### src/design/plcbx_pkg.sv
// shared types and constants for the ladder-logic bit executor
package plcbx_pkg;

    localparam int CARDS    = 16;
    localparam int RELAYS   = 256;
    localparam int TIMERS   = 16;

    localparam int CARD_W   = 4;
    localparam int BIT_W    = 5;
    localparam int INDEX_W  = 16;
    localparam int VALUE_W  = 32;
    localparam int TIMER_W  = 4;
    localparam int RELAY_AW = $clog2(RELAYS);

    typedef enum logic [3:0] {
        MODE_LD    = 4'd0,
        MODE_LDI   = 4'd1,
        MODE_AND   = 4'd2,
        MODE_ANDI  = 4'd3,
        MODE_OUT   = 4'd4,
        MODE_SET   = 4'd5,
        MODE_RESET = 4'd6,
        MODE_CMP   = 4'd7,
        MODE_TICK  = 4'd8
    } mode_t;

    typedef enum logic [2:0] {
        SPACE_X     = 3'd0,
        SPACE_Y     = 3'd1,
        SPACE_M     = 3'd2,
        SPACE_N     = 3'd3,
        SPACE_TIMER = 3'd4
    } space_t;

    typedef enum logic [1:0] {
        CMP_EQ   = 2'd0,
        CMP_GT   = 2'd1,
        CMP_LT   = 2'd2,
        CMP_KEEP = 2'd3
    } cmp_kind_t;

    typedef struct packed {
        mode_t                     mode;
        space_t                    space;
        logic [CARD_W-1:0]         card;
        logic [INDEX_W-1:0]        operand_index;
        logic                      input_bit;
        logic signed [VALUE_W-1:0] value_a;
        logic signed [VALUE_W-1:0] value_b;
        cmp_kind_t                 compare_kind;
    } item_t;

    typedef struct packed {
        logic              accumulator;
        logic              write_valid;
        logic [CARD_W-1:0] write_card;
        logic [BIT_W-1:0]  write_bit;
        logic              write_value;
    } result_t;

    typedef struct packed {
        logic                we;
        logic [RELAY_AW-1:0] addr;
        logic                data;
    } relay_wr_t;

    typedef struct packed {
        logic               start;
        logic               clear;
        logic               stop;
        logic               tick;
        logic [TIMER_W-1:0] sel;
        logic [INDEX_W-1:0] preset;
    } timer_cmd_t;

endpackage

### src/design/plcbx_relay_mem.sv
// one relay store: bit memory with per-entry valid flags and write forwarding
module plcbx_relay_mem (
    input  logic                          aclk,
    input  logic                          aresetn,
    input  logic                          rd_en,
    input  logic [plcbx_pkg::RELAY_AW-1:0] rd_addr,
    input  plcbx_pkg::relay_wr_t          wr,
    output logic                          rd_data
);

    logic mem [plcbx_pkg::RELAYS];
    logic [plcbx_pkg::RELAYS-1:0] valid_reg;
    logic rd_data_reg;

    always_ff @(posedge aclk) begin
        if (wr.we) begin
            mem[wr.addr] <= wr.data;
        end
    end

    always_ff @(posedge aclk) begin
        if (!aresetn) begin
            valid_reg <= '0;
        end else if (wr.we) begin
            valid_reg[wr.addr] <= 1'b1;
        end
    end

    // a write landing on the same edge as the read is passed straight through
    always_ff @(posedge aclk) begin
        if (rd_en) begin
            if (wr.we && (wr.addr == rd_addr)) begin
                rd_data_reg <= wr.data;
            end else begin
                rd_data_reg <= valid_reg[rd_addr] & mem[rd_addr];
            end
        end
    end

    assign rd_data = rd_data_reg;

endmodule

### src/design/plcbx_timer_bank.sv
// on-delay timer bank: start, clear, stop and parallel tick
module plcbx_timer_bank (
    input  logic                         aclk,
    input  logic                         aresetn,
    input  plcbx_pkg::timer_cmd_t        cmd,
    output logic [plcbx_pkg::TIMERS-1:0] done_next
);

    logic [plcbx_pkg::TIMERS-1:0]  running_reg, running_next;
    logic [plcbx_pkg::TIMERS-1:0]  finished_reg, finished_next;
    logic [plcbx_pkg::INDEX_W-1:0] elapsed_reg [plcbx_pkg::TIMERS];
    logic [plcbx_pkg::INDEX_W-1:0] elapsed_next [plcbx_pkg::TIMERS];
    logic [plcbx_pkg::INDEX_W-1:0] preset_reg [plcbx_pkg::TIMERS];
    logic [plcbx_pkg::INDEX_W-1:0] preset_next [plcbx_pkg::TIMERS];

    always_comb begin
        logic                          hit;
        logic [plcbx_pkg::INDEX_W-1:0] cnt;
        for (int t = 0; t < plcbx_pkg::TIMERS; t++) begin
            hit = (cmd.sel == plcbx_pkg::TIMER_W'(t));
            running_next[t]  = running_reg[t];
            finished_next[t] = finished_reg[t];
            elapsed_next[t]  = elapsed_reg[t];
            preset_next[t]   = preset_reg[t];
            cnt              = elapsed_reg[t];
            if (cmd.tick) begin
                if (running_reg[t] && !finished_reg[t]) begin
                    // count saturates at all ones
                    if (cnt != '1) begin
                        cnt = cnt + 1'b1;
                    end
                    elapsed_next[t] = cnt;
                    if (cnt >= preset_reg[t]) begin
                        finished_next[t] = 1'b1;
                    end
                end
            end else if (hit && cmd.clear) begin
                running_next[t]  = 1'b0;
                finished_next[t] = 1'b0;
                elapsed_next[t]  = '0;
                preset_next[t]   = '0;
            end else if (hit && cmd.start && !running_reg[t]) begin
                running_next[t]  = 1'b1;
                finished_next[t] = 1'b0;
                elapsed_next[t]  = '0;
                preset_next[t]   = cmd.preset;
            end else if (hit && cmd.stop) begin
                running_next[t]  = 1'b0;
                finished_next[t] = 1'b0;
            end
        end
    end

    always_ff @(posedge aclk) begin
        if (!aresetn) begin
            running_reg  <= '0;
            finished_reg <= '0;
            for (int t = 0; t < plcbx_pkg::TIMERS; t++) begin
                elapsed_reg[t] <= '0;
                preset_reg[t]  <= '0;
            end
        end else begin
            running_reg  <= running_next;
            finished_reg <= finished_next;
            for (int t = 0; t < plcbx_pkg::TIMERS; t++) begin
                elapsed_reg[t] <= elapsed_next[t];
                preset_reg[t]  <= preset_next[t];
            end
        end
    end

    assign done_next = finished_next;

endmodule

### src/design/plcbx_exec.sv
// instruction execute: accumulator, output image, relay and timer commands
module plcbx_exec (
    input  logic                  aclk,
    input  logic                  aresetn,
    input  logic                  fire,
    input  plcbx_pkg::item_t      item,
    input  logic                  m_bit,
    input  logic                  n_bit,
    output plcbx_pkg::result_t    result,
    output plcbx_pkg::relay_wr_t  m_wr,
    output plcbx_pkg::relay_wr_t  n_wr,
    output plcbx_pkg::timer_cmd_t tmr_cmd
);

    logic acc_reg, acc_next;
    logic [31:0] image_reg [plcbx_pkg::CARDS];

    logic y_ok, relay_ok, timer_ok;
    logic readable, op_bit;
    logic do_write, wval, y_we;
    logic t_start, t_clear, t_stop, t_tick;

    always_comb begin
        y_ok     = ({1'b0, item.card} < (plcbx_pkg::CARD_W + 1)'(plcbx_pkg::CARDS))
                   && (item.operand_index[plcbx_pkg::INDEX_W-1:plcbx_pkg::BIT_W] == '0);
        relay_ok = ({1'b0, item.operand_index}
                    < (plcbx_pkg::INDEX_W + 1)'(plcbx_pkg::RELAYS));
        timer_ok = ({1'b0, item.card} < (plcbx_pkg::CARD_W + 1)'(plcbx_pkg::TIMERS));

        readable = 1'b1;
        op_bit   = 1'b0;
        case (item.space)
            plcbx_pkg::SPACE_X: op_bit = y_ok & item.input_bit;
            plcbx_pkg::SPACE_Y: op_bit = y_ok
                & image_reg[item.card][item.operand_index[plcbx_pkg::BIT_W-1:0]];
            plcbx_pkg::SPACE_M: op_bit = relay_ok & m_bit;
            plcbx_pkg::SPACE_N: op_bit = relay_ok & n_bit;
            default:            readable = 1'b0;
        endcase

        acc_next = acc_reg;
        do_write = 1'b0;
        wval     = 1'b0;
        t_start  = 1'b0;
        t_clear  = 1'b0;
        t_stop   = 1'b0;
        t_tick   = 1'b0;
        unique case (item.mode) inside
            plcbx_pkg::MODE_LD, plcbx_pkg::MODE_LDI: begin
                if (readable) begin
                    acc_next = op_bit ^ (item.mode == plcbx_pkg::MODE_LDI);
                end
            end
            plcbx_pkg::MODE_AND, plcbx_pkg::MODE_ANDI: begin
                if (readable) begin
                    acc_next = acc_reg & (op_bit ^ (item.mode == plcbx_pkg::MODE_ANDI));
                end
            end
            plcbx_pkg::MODE_OUT: begin
                if (item.space == plcbx_pkg::SPACE_TIMER) begin
                    t_start = acc_reg;
                    t_clear = !acc_reg;
                end else begin
                    do_write = 1'b1;
                    wval     = acc_reg;
                end
            end
            plcbx_pkg::MODE_SET, plcbx_pkg::MODE_RESET: begin
                if (acc_reg) begin
                    if (item.space == plcbx_pkg::SPACE_TIMER) begin
                        t_stop = (item.mode == plcbx_pkg::MODE_RESET);
                    end else begin
                        do_write = 1'b1;
                        wval     = (item.mode == plcbx_pkg::MODE_SET);
                    end
                end
            end
            plcbx_pkg::MODE_CMP: begin
                if (acc_reg) begin
                    case (item.compare_kind)
                        plcbx_pkg::CMP_EQ: acc_next = (item.value_a == item.value_b);
                        plcbx_pkg::CMP_GT: acc_next = (item.value_a > item.value_b);
                        plcbx_pkg::CMP_LT: acc_next = (item.value_a < item.value_b);
                        default:           acc_next = acc_reg;
                    endcase
                end
            end
            plcbx_pkg::MODE_TICK: t_tick = 1'b1;
            default: acc_next = acc_reg;
        endcase

        y_we = do_write && (item.space == plcbx_pkg::SPACE_Y) && y_ok;

        m_wr.we   = fire && do_write && (item.space == plcbx_pkg::SPACE_M) && relay_ok;
        m_wr.addr = item.operand_index[plcbx_pkg::RELAY_AW-1:0];
        m_wr.data = wval;
        n_wr.we   = fire && do_write && (item.space == plcbx_pkg::SPACE_N) && relay_ok;
        n_wr.addr = item.operand_index[plcbx_pkg::RELAY_AW-1:0];
        n_wr.data = wval;

        tmr_cmd.start  = fire && timer_ok && t_start;
        tmr_cmd.clear  = fire && timer_ok && t_clear;
        tmr_cmd.stop   = fire && timer_ok && t_stop;
        tmr_cmd.tick   = fire && t_tick;
        tmr_cmd.sel    = item.card[plcbx_pkg::TIMER_W-1:0];
        tmr_cmd.preset = item.operand_index;

        result.accumulator = acc_next;
        result.write_valid = y_we;
        result.write_card  = y_we ? item.card : '0;
        result.write_bit   = y_we ? item.operand_index[plcbx_pkg::BIT_W-1:0] : '0;
        result.write_value = y_we & wval;
    end

    always_ff @(posedge aclk) begin
        if (!aresetn) begin
            acc_reg <= 1'b0;
            for (int c = 0; c < plcbx_pkg::CARDS; c++) begin
                image_reg[c] <= '0;
            end
        end else if (fire) begin
            acc_reg <= acc_next;
            if (y_we) begin
                image_reg[item.card][item.operand_index[plcbx_pkg::BIT_W-1:0]] <= wval;
            end
        end
    end

endmodule

### src/design/plc_bit_logic_executor_core.sv
// ladder-logic bit executor top level: input register, execute, result register
//
// Executes one ladder-logic instruction per beat on a one-bit accumulator and
// returns one result beat per instruction. A new instruction is taken every
// clock while the input is not stalled: the input register also issues the
// relay read for M and N, and the execute logic then updates the accumulator,
// output image, relays and timers and loads the result register once it is
// free or being taken. A result that is not taken holds the execute stage,
// and the input stalls only while both the input and result registers are
// full. All state, relays included, is cleared by reset with no wait before
// the first beat.
module plc_bit_logic_executor_core (
    input  logic                aclk,
    input  logic                aresetn,
    input  logic                s_valid,
    output logic                s_ready,
    input  logic [3:0]          s_mode,
    input  logic [2:0]          s_space,
    input  logic [3:0]          s_card,
    input  logic [15:0]         s_operand_index,
    input  logic                s_input_bit,
    input  logic signed [31:0]  s_value_a,
    input  logic signed [31:0]  s_value_b,
    input  logic [1:0]          s_compare_kind,
    output logic                m_valid,
    input  logic                m_ready,
    output logic                m_accumulator,
    output logic                m_write_valid,
    output logic [3:0]          m_write_card,
    output logic [4:0]          m_write_bit,
    output logic                m_write_value,
    output logic [15:0]         m_timers_done
);

    logic                  in_valid_reg;
    plcbx_pkg::item_t      in_item_reg;
    logic                  out_valid_reg;
    plcbx_pkg::result_t    out_res_reg;
    logic [plcbx_pkg::TIMERS-1:0] out_done_reg;

    logic                  accept, advance, fire;
    logic                  m_bit, n_bit;
    plcbx_pkg::result_t    res;
    plcbx_pkg::relay_wr_t  m_wr, n_wr;
    plcbx_pkg::timer_cmd_t tmr_cmd;
    logic [plcbx_pkg::TIMERS-1:0] done_next;

    assign advance = !out_valid_reg || m_ready;
    assign fire    = in_valid_reg && advance;
    assign s_ready = !in_valid_reg || advance;
    assign accept  = s_valid && s_ready;

    always_ff @(posedge aclk) begin
        if (!aresetn) begin
            in_valid_reg <= 1'b0;
        end else if (accept) begin
            in_valid_reg <= 1'b1;
        end else if (fire) begin
            in_valid_reg <= 1'b0;
        end
    end

    always_ff @(posedge aclk) begin
        if (accept) begin
            in_item_reg.mode          <= plcbx_pkg::mode_t'(s_mode);
            in_item_reg.space         <= plcbx_pkg::space_t'(s_space);
            in_item_reg.card          <= s_card;
            in_item_reg.operand_index <= s_operand_index;
            in_item_reg.input_bit     <= s_input_bit;
            in_item_reg.value_a       <= s_value_a;
            in_item_reg.value_b       <= s_value_b;
            in_item_reg.compare_kind  <= plcbx_pkg::cmp_kind_t'(s_compare_kind);
        end
    end

    plcbx_relay_mem u_relay_m (
        .aclk    (aclk),
        .aresetn (aresetn),
        .rd_en   (accept),
        .rd_addr (s_operand_index[plcbx_pkg::RELAY_AW-1:0]),
        .wr      (m_wr),
        .rd_data (m_bit)
    );

    plcbx_relay_mem u_relay_n (
        .aclk    (aclk),
        .aresetn (aresetn),
        .rd_en   (accept),
        .rd_addr (s_operand_index[plcbx_pkg::RELAY_AW-1:0]),
        .wr      (n_wr),
        .rd_data (n_bit)
    );

    plcbx_exec u_exec (
        .aclk    (aclk),
        .aresetn (aresetn),
        .fire    (fire),
        .item    (in_item_reg),
        .m_bit   (m_bit),
        .n_bit   (n_bit),
        .result  (res),
        .m_wr    (m_wr),
        .n_wr    (n_wr),
        .tmr_cmd (tmr_cmd)
    );

    plcbx_timer_bank u_timers (
        .aclk      (aclk),
        .aresetn   (aresetn),
        .cmd       (tmr_cmd),
        .done_next (done_next)
    );

    always_ff @(posedge aclk) begin
        if (!aresetn) begin
            out_valid_reg <= 1'b0;
        end else if (fire) begin
            out_valid_reg <= 1'b1;
        end else if (m_ready) begin
            out_valid_reg <= 1'b0;
        end
    end

    always_ff @(posedge aclk) begin
        if (fire) begin
            out_res_reg  <= res;
            out_done_reg <= done_next;
        end
    end

    assign m_valid       = out_valid_reg;
    assign m_accumulator = out_res_reg.accumulator;
    assign m_write_valid = out_res_reg.write_valid;
    assign m_write_card  = out_res_reg.write_card;
    assign m_write_bit   = out_res_reg.write_bit;
    assign m_write_value = out_res_reg.write_value;
    assign m_timers_done = out_done_reg;

endmodule
### config.mk
export PLATFORM = sky130hd
export DESIGN_NAME = plc_bit_logic_executor_core
export DESIGN_NICKNAME = d
export VERILOG_FILES = /design/src/design/plcbx_pkg.sv /design/src/design/plcbx_relay_mem.sv /design/src/design/plcbx_timer_bank.sv /design/src/design/plcbx_exec.sv /design/src/design/plc_bit_logic_executor_core.sv
export SDC_FILE = /design/constraint.sdc
export NUM_CORES = 2
export LEC_CHECK = 0
export BUFFER_PORTS_ARGS = -buffer_cell sky130_fd_sc_hd__buf_2
export CORE_MARGIN = 4
export CORE_UTILIZATION = 35
export CTS_CLUSTER_SIZE = 28
export DETAILED_ROUTE_END_ITERATION = 10
export GPL_TIMING_DRIVEN = 0
export PLACE_DENSITY = 0.47
export SYNTH_ARGS = -nofsm -noshare
export SYNTH_HDL_FRONTEND = slang
export SYNTH_SLANG_ARGS = --single-unit
### constraint.sdc
create_clock -name aclk -period 13.6 [get_ports aclk]
set_clock_uncertainty 0.1 [all_clocks]
set_input_delay 2.72 -clock aclk [delete_from_list [all_inputs] [get_ports aclk]]
set_output_delay 2.72 -clock aclk [all_outputs]
set_load 0.03 [all_outputs]
## Yosys cells after proc, flatten, opt, wreduce, memory -nomap -nowiden

Memory sizes are Yosys's and may differ from the RTL's. A register that Yosys moved wholly into a read port is not among the register bits.
Cells that the tools add are included.

| storage, ports and cells | value |
|---|---|
| bits in registers | 671 |
| bits in writable memories | 1536 |
| bits of input ports | 98 |
| output and inout port bits | 30 |
| logic and storage cells | 741 |
| memories | 5 |

Memories:

| name | words | bits a word | read ports | clocked after memory_dff | write ports | line | text |
|---|---|---|---|---|---|---|---|
| u_exec.image_reg | 16 | 32 | 1 | 1 | 16 | plcbx_exec.sv:16 | `logic [31:0] image_reg [plcbx_pkg::CARDS];` |
| u_relay_m.mem | 256 | 1 | 1 | 0 | 1 | plcbx_relay_mem.sv:11 | `logic mem [plcbx_pkg::RELAYS];` |
| u_relay_n.mem | 256 | 1 | 1 | 0 | 1 | plcbx_relay_mem.sv:11 |  |
| u_timers.elapsed_reg | 16 | 16 | 16 | 0 | 16 | plcbx_timer_bank.sv:11 | `logic [plcbx_pkg::INDEX_W-1:0] elapsed_reg [plcbx_pkg::TIMERS];` |
| u_timers.preset_reg | 16 | 16 | 16 | 0 | 16 | plcbx_timer_bank.sv:13 | `logic [plcbx_pkg::INDEX_W-1:0] preset_reg [plcbx_pkg::TIMERS];` |

| operators by class | value |
|---|---|
| add/subtract/negate cells | 16 |
| $lt $le $gt $ge | 24 |
| equality and inequality tests | 47 |
| mux-type cells | 388 |
| bitwise operators | 45 |
| reduce and logical (&&, ||, !) cells | 178 |

Operator list:

| operator | number |
|---|---|
| $mux 16 | 192 |
| $or 256x256->256 | 2 |
| $add 16x1->16 const B | 16 |
| $ge 16x16->1 | 16 |
| $ne 16x16->1 const B | 16 |
| $mux 1 | 181 |
| $logic_and 1x1->1 | 97 |
| $mux 32 | 3 |
| $reduce_bool 3->1 | 16 |
| $eq 4x4->1 const B | 9 |
| $logic_not 1->1 | 35 |
| $eq 32x32->1 | 1 |
| $eq 4x3->1 const B | 8 |
| $gt 32x32->1 | 1 |
| $lt 32x32->1 | 1 |
| $or 1x1->1 | 32 |
| $reduce_and 2->1 | 16 |
| $reduce_or 32->1 | 1 |
| $lt 8x9->1 const B | 2 |
| $bmux 1 s8 | 2 |
| $eq 4x2->1 const B | 4 |
| $lt 16x9->1 const B | 1 |
| $logic_not 11->1 | 1 |
| $and 1x1->1 | 8 |
| other kinds (26) | 37 |

## Longest topological paths before layout

| logic depth | value |
|---|---|
| word-level depth | 12 |
| depth in mapped cells | 19 |
| mapped depth without buffers | 18 |

## By module

Synthesis repeated with hierarchy kept, for this count alone.

| second synthesis, totals | value |
|---|---|
| cells, all modules | 10221 |
| area, all modules | 103455.5 µm² |

Modules (own cells, without submodules):

| module | times used | cells each | area an instance (µm²) | sequential area each (µm²) |
|---|---|---|---|---|
| plcbx_timer_bank | 1 | 4295 | 33880.0 | 10890.4 |
| plcbx_exec | 1 | 2449 | 27261.1 | 15394.8 |
| plcbx_relay_mem (u_relay_n) | 1 | 1669 | 19359.8 | 12842.3 |
| plcbx_relay_mem (u_relay_m) | 1 | 1677 | 19187.2 | 12842.3 |
| plc_bit_logic_executor_core | 1 | 131 | 3767.4 | 3703.6 |

## Least setup slack after synthesis

OpenSTA, ideal clock, no wires.

| timing | value |
|---|---|
| path kind | register -> register |
| start point | register in_item_reg[89] (netlist bit) |
| end point | memory u_relay_m.mem[0], data pin |
| arrival | 8811 ps |
| data required time | 11637 ps |
| slack | 2826 ps |
| cell stages (with the launch flop) | 6 |
| buffers on the path | 2 |
| period minus slack after synthesis | 10774 ps |
| cell sequence | edfxtp_1 clkbuf_1 nor3b_1 nor2b_1 and3b_1 clkbuf_1 |

RTL lines:

| element | line | text |
|---|---|---|
| start: declaration | plc_bit_logic_executor_core.sv:36 | `plcbx_pkg::item_t in_item_reg;` |
| end: declaration | plcbx_relay_mem.sv:11 |  |

## Final worst setup path

| timing | value |
|---|---|
| start point | input port s_operand_index[2] |
| end point | register u_relay_m.rd_data_reg (netlist: u_relay_m.rd_data), data pin |

| on the way | value |
|---|---|
| word-level cells in the longest chain between the ends | 4 |
| elaborated cells on any way between the ends | 7 |
| those cells by class | eq/ne: 1; mux: 3; bitwise: 1; reduce/logical: 1; memory: 1 |

Ends and longest elaborated chain:

| element | line | text |
|---|---|---|
| start: declaration | plc_bit_logic_executor_core.sv:20 | `input logic [15:0] s_operand_index,` |
| $bmux 1 s8 | plcbx_relay_mem.sv:35 | `rd_data_reg <= valid_reg[rd_addr] & mem[rd_addr];` |
| $mux 1 (implied by the code) | plcbx_relay_mem.sv:35 |  |
| $and 1x1->1 | plcbx_relay_mem.sv:35 |  |
| $mux 1 (*) | plcbx_relay_mem.sv:32 | `if (wr.we && (wr.addr == rd_addr)) begin` |
| end signal: assignment | plcbx_relay_mem.sv:33 | `rd_data_reg <= wr.data;` |
| end signal: assignment | plcbx_relay_mem.sv:35 |  |
| end: declaration | plcbx_relay_mem.sv:13 | `logic rd_data_reg;` |

Mark *: on every way between the ends. The rest lies on a longest branch, timed or not. The select of a mux whose other input is x is not followed.
A chain may end at the register's enable or synchronous reset.

==> metrics.md <==
| Metric | Value |
|---|---|
| Final setup viols | `0` |
| Chip Height | `between 500 and 600 µm` |
| CTS tree | `done` |
| Largest register FFs | `between 500 and 600` |
| Crit path max fanout | `10` |
| Flops & latches, synth | `~2200` |
| Post-Place Cell Area | `between 0.1 and 0.15 mm²` |
| R2R Setup Slk | `between 7000 and 8000 ps` |
| Vias in the first global route | `80500` |
| Cells after Synth | `10600` |
| CORE AREA | `roughly 0.29 mm²` |
| Failing checks | `capacitance limit, slew limit` |
| Slew HR | `-2.52%` |
| Data required, critical path | `between 10000 and 15000 ps` |
| DR vias | `~85000` |
| Period utilization | `about half` |
| Seq/Total Area, Yosys | `about 55%` |
| Final wirelength | `409 mm` |
| Global-route wire length before repair | `576 mm` |
| Top_reg_cell synth | `edfxtp_1` |
| CTS clk-pin slew, worst paths | `~60 ps` |
| Wire length per cell after detailed routing | `27.3 µm` |
| Crit path kind | `primary input to flip-flop` |
| Slew at the pin with the worst max-slew slack | `about 1500 ps` |
| Initial antenna violation count | `between 40 and 50` |
| Post-CTS setup buffer count | `0` |
| EDFF count, synth | `about 1100` |
| CP endpoint | `u_relay_m.rd_data` |
| Final worst slack | `6560 ps` |
| Layout cells sized above 1 | `under 10%` |
| DRC viols | `0` |
| Die width | `545 µm` |
| Final ANT Viol Nets | `0` |
| Final hold vios | `0` |
| Critical Path Source | `s_operand_index[2]` |
| Synth Cell Area | `~0.10 mm²` |
| Final setup TNS | `0 ps` |
| GRT Util Overall | `26.7%` |
| TritonCTS buffer count | `264` |
| PwrDens | `between 100 and 150 mW/mm²` |
| Die ar. | `0.297 mm²` |
| Area delta synth->final | `14.1%` |
| Top cell type's share of synthesized area | `34.2%` |
| Max_cap viols | `7` |
| # port buffers | `126` |
| Nets@finish | `11400` |
| HPWL after detailed placement | `between 200 and 300 mm` |
| Unrepaired setup endpoints after global routing | `no` |
| Peak supply drop | `0.0905 mV` |
| Status | `finished, violations left` |
| Max Clock Freq | `between 100 and 150 MHz` |
| Worst Reg-to-Reg Cells | `13` |
| Gpl congestion | `roughly 0.97` |
| Worst Hold Class | `flip-flop to flip-flop` |
| Static Leak | `about 38 nW` |
| CP Capture Type | `flip-flop` |
| Ranking of synthesized cells by area | `edfxtp_1, dfxtp_1, nor2_1, o21ai_0, ha_1` |
| Synthesis warning total | `0` |
| Post-CTS resize count | `0` |
| Dpl ws | `~5700 ps` |
| Slew Limit Fails | `38` |
| Yosys cell types | `67` |
| Post-DR vias/cell | `approximately 5.7` |
| Dominant cell type by area after synthesis | `edfxtp_1` |
| Cts hold-fix bufs | `0` |
| GRT Residual Overflow | `0` |
| Largest net degree at the start of global routing | `81` |
| Synth Area per Inst | `~9.6 µm²` |
| Ys async rst share | `0%` |
| Synth Net Count | `around 11000` |
| FP Rows | `between 150 and 200` |
| DRT Pass-1 Iters | `6` |
| Initial Utilization | `35.3%` |
| Number of H-tree levels | `5` |
| CTS root buf | `clkbuf_16` |
| Sink Count | `about 2200` |
| Clk Latency, worst-skew pair | `890 ps` |
| Worst setup SP type | `primary input` |
| Clock buffer depth | `4` |
| Capturing point of the worst reg2reg path | `m_accumulator` |
| Io pins | `between 100 and 150` |
| WP data arrival | `approximately 7600 ps` |
| Detailed Route Iter0 Violations | `10200` |
| Crit path time final | `between 7000 and 8000 ps` |
| Design Area, Final | `roughly 0.12 mm²` |
## report_power, final
part / switching, mW / leakage (nW) / internal [mW]
clock: 2.97 / 4.16 / 4.11
sequential: 0.0282 / 18.6 / 7.05
combinational: 0.627 / 14.9 / 0.177
total: 3.63 / 37.7 / 11.3
## critical path, stage by stage
cell and delay, ps:
buf_2 150, buf_2 300, buf_1 940, clkbuf_1 1010, clkbuf_1 760, o211ai_1 180, o211ai_1 180, a311oi_1 140
a31oi_1 450, mux4_2 380, a21oi_1 80, mux2_2 260
## final cells by class
| type | count | area [µm²] |
|---|---|---|
| multi-input cells | 7244 | 40800 |
| plain buffers | 795 | 3190 |
| diodes | 23 | 57.6 |
| inverters | 304 | 1140 |
| flip-flops and latches | 2211 | 55800 |
| fillers | 28400 | 171000 |
| well taps | 3762 | 4710 |
| repair buffers | 139 | 921 |
| clock inverters | 97 | 1040 |
| clock buffers | 376 | 7450 |
## Yosys cell counts, types with 41 or more instances
master	number
mux4_2	115
inv_1	303
nand4_1	80
a22oi_1	341
or3_1	41
a21oi_1	439
clkbuf_1	695
a31oi_1	47
a21o_1	151
nand3_1	512
o21ai_0	835
and2_1	71
xor2_1	50
ha_1	304
o211ai_1	53
buf_2	51
nand2_1	693
xnor2_1	124
nor3_1	97
and3_1	45
nor2b_1	58
mux2i_1	186
edfxtp_1	1148
dfxtp_1	1063
nor2_1	2668
## placed cells by master (no fill, tap or decap), types with 80 or more instances in the layout
master	netlist	routed
a21o_1	151	151
a21oi_1	439	439
a22oi_1	341	341
buf_2	51	181
clkbuf_1	695	759
clkbuf_16	0	269
dfxtp_1	1063	1063
edfxtp_1	1148	1148
ha_1	304	304
inv_1	303	301
mux2i_1	186	186
mux4_2	115	115
nand2_1	693	693
nand3_1	512	512
nand4_1	80	80
nor2_1	2668	2665
nor3_1	97	97
o21ai_0	835	835
xnor2_1	124	124
## worst min path at each step
stage                     cells past startpoint                        to  slack [ps]                     start
final                                         2  u_relay_n.valid_reg[185]         370  u_relay_n.valid_reg[185]
after CTS                                     2   u_relay_n.valid_reg[22]         370   u_relay_n.valid_reg[22]
after floorplan                               2  u_relay_m.valid_reg[205]         330  u_relay_m.valid_reg[205]
after detailed placement                      2   u_relay_n.valid_reg[22]         360   u_relay_n.valid_reg[22]
after global routing                          2  u_relay_n.valid_reg[248]         380  u_relay_n.valid_reg[248]
after global placement                        2  u_relay_m.valid_reg[205]         350  u_relay_m.valid_reg[205]
## layer usage
metal | part of all wire, % | vias up | wire [µm] | GRT usage (%)
li1 | - | 37700 | - | -
met1 | 41 | 42100 | 168000 | 35.7
met2 | 45 | 4124 | 183000 | 42.1
met3 | 8.9 | 994 | 36500 | 4.84
met4 | 5.2 | 4 | 21100 | 12.0
met5 | 0.016 | - | 66 | 0
## stage by stage
stage          std cells  power [mW]  util [%]  hold slack, ps
4_1_cts            14900        15.1      40.2             370
3_5_place_dp       14500        8.01      37.2             357
5_1_grt            14900        15.3      40.2             383
2_1_floorplan      10600        7.58         -             335
6_report           15000        15.0      40.2             365
3_3_place_gp       14400        8.00      37.1             347
## cell families after synthesis
kind of cell	count (synthesis)	synth area share (%)
flops	2211	55.3
xor+xnor	174	1.51
mux	335	4.80
fa+ha+maj	304	3.77
compound gates	2015	11.8
simple gates	4416	18.5
buf+inv	1099	4.28
Note: power is estimated with default switching activity, not from simulation.
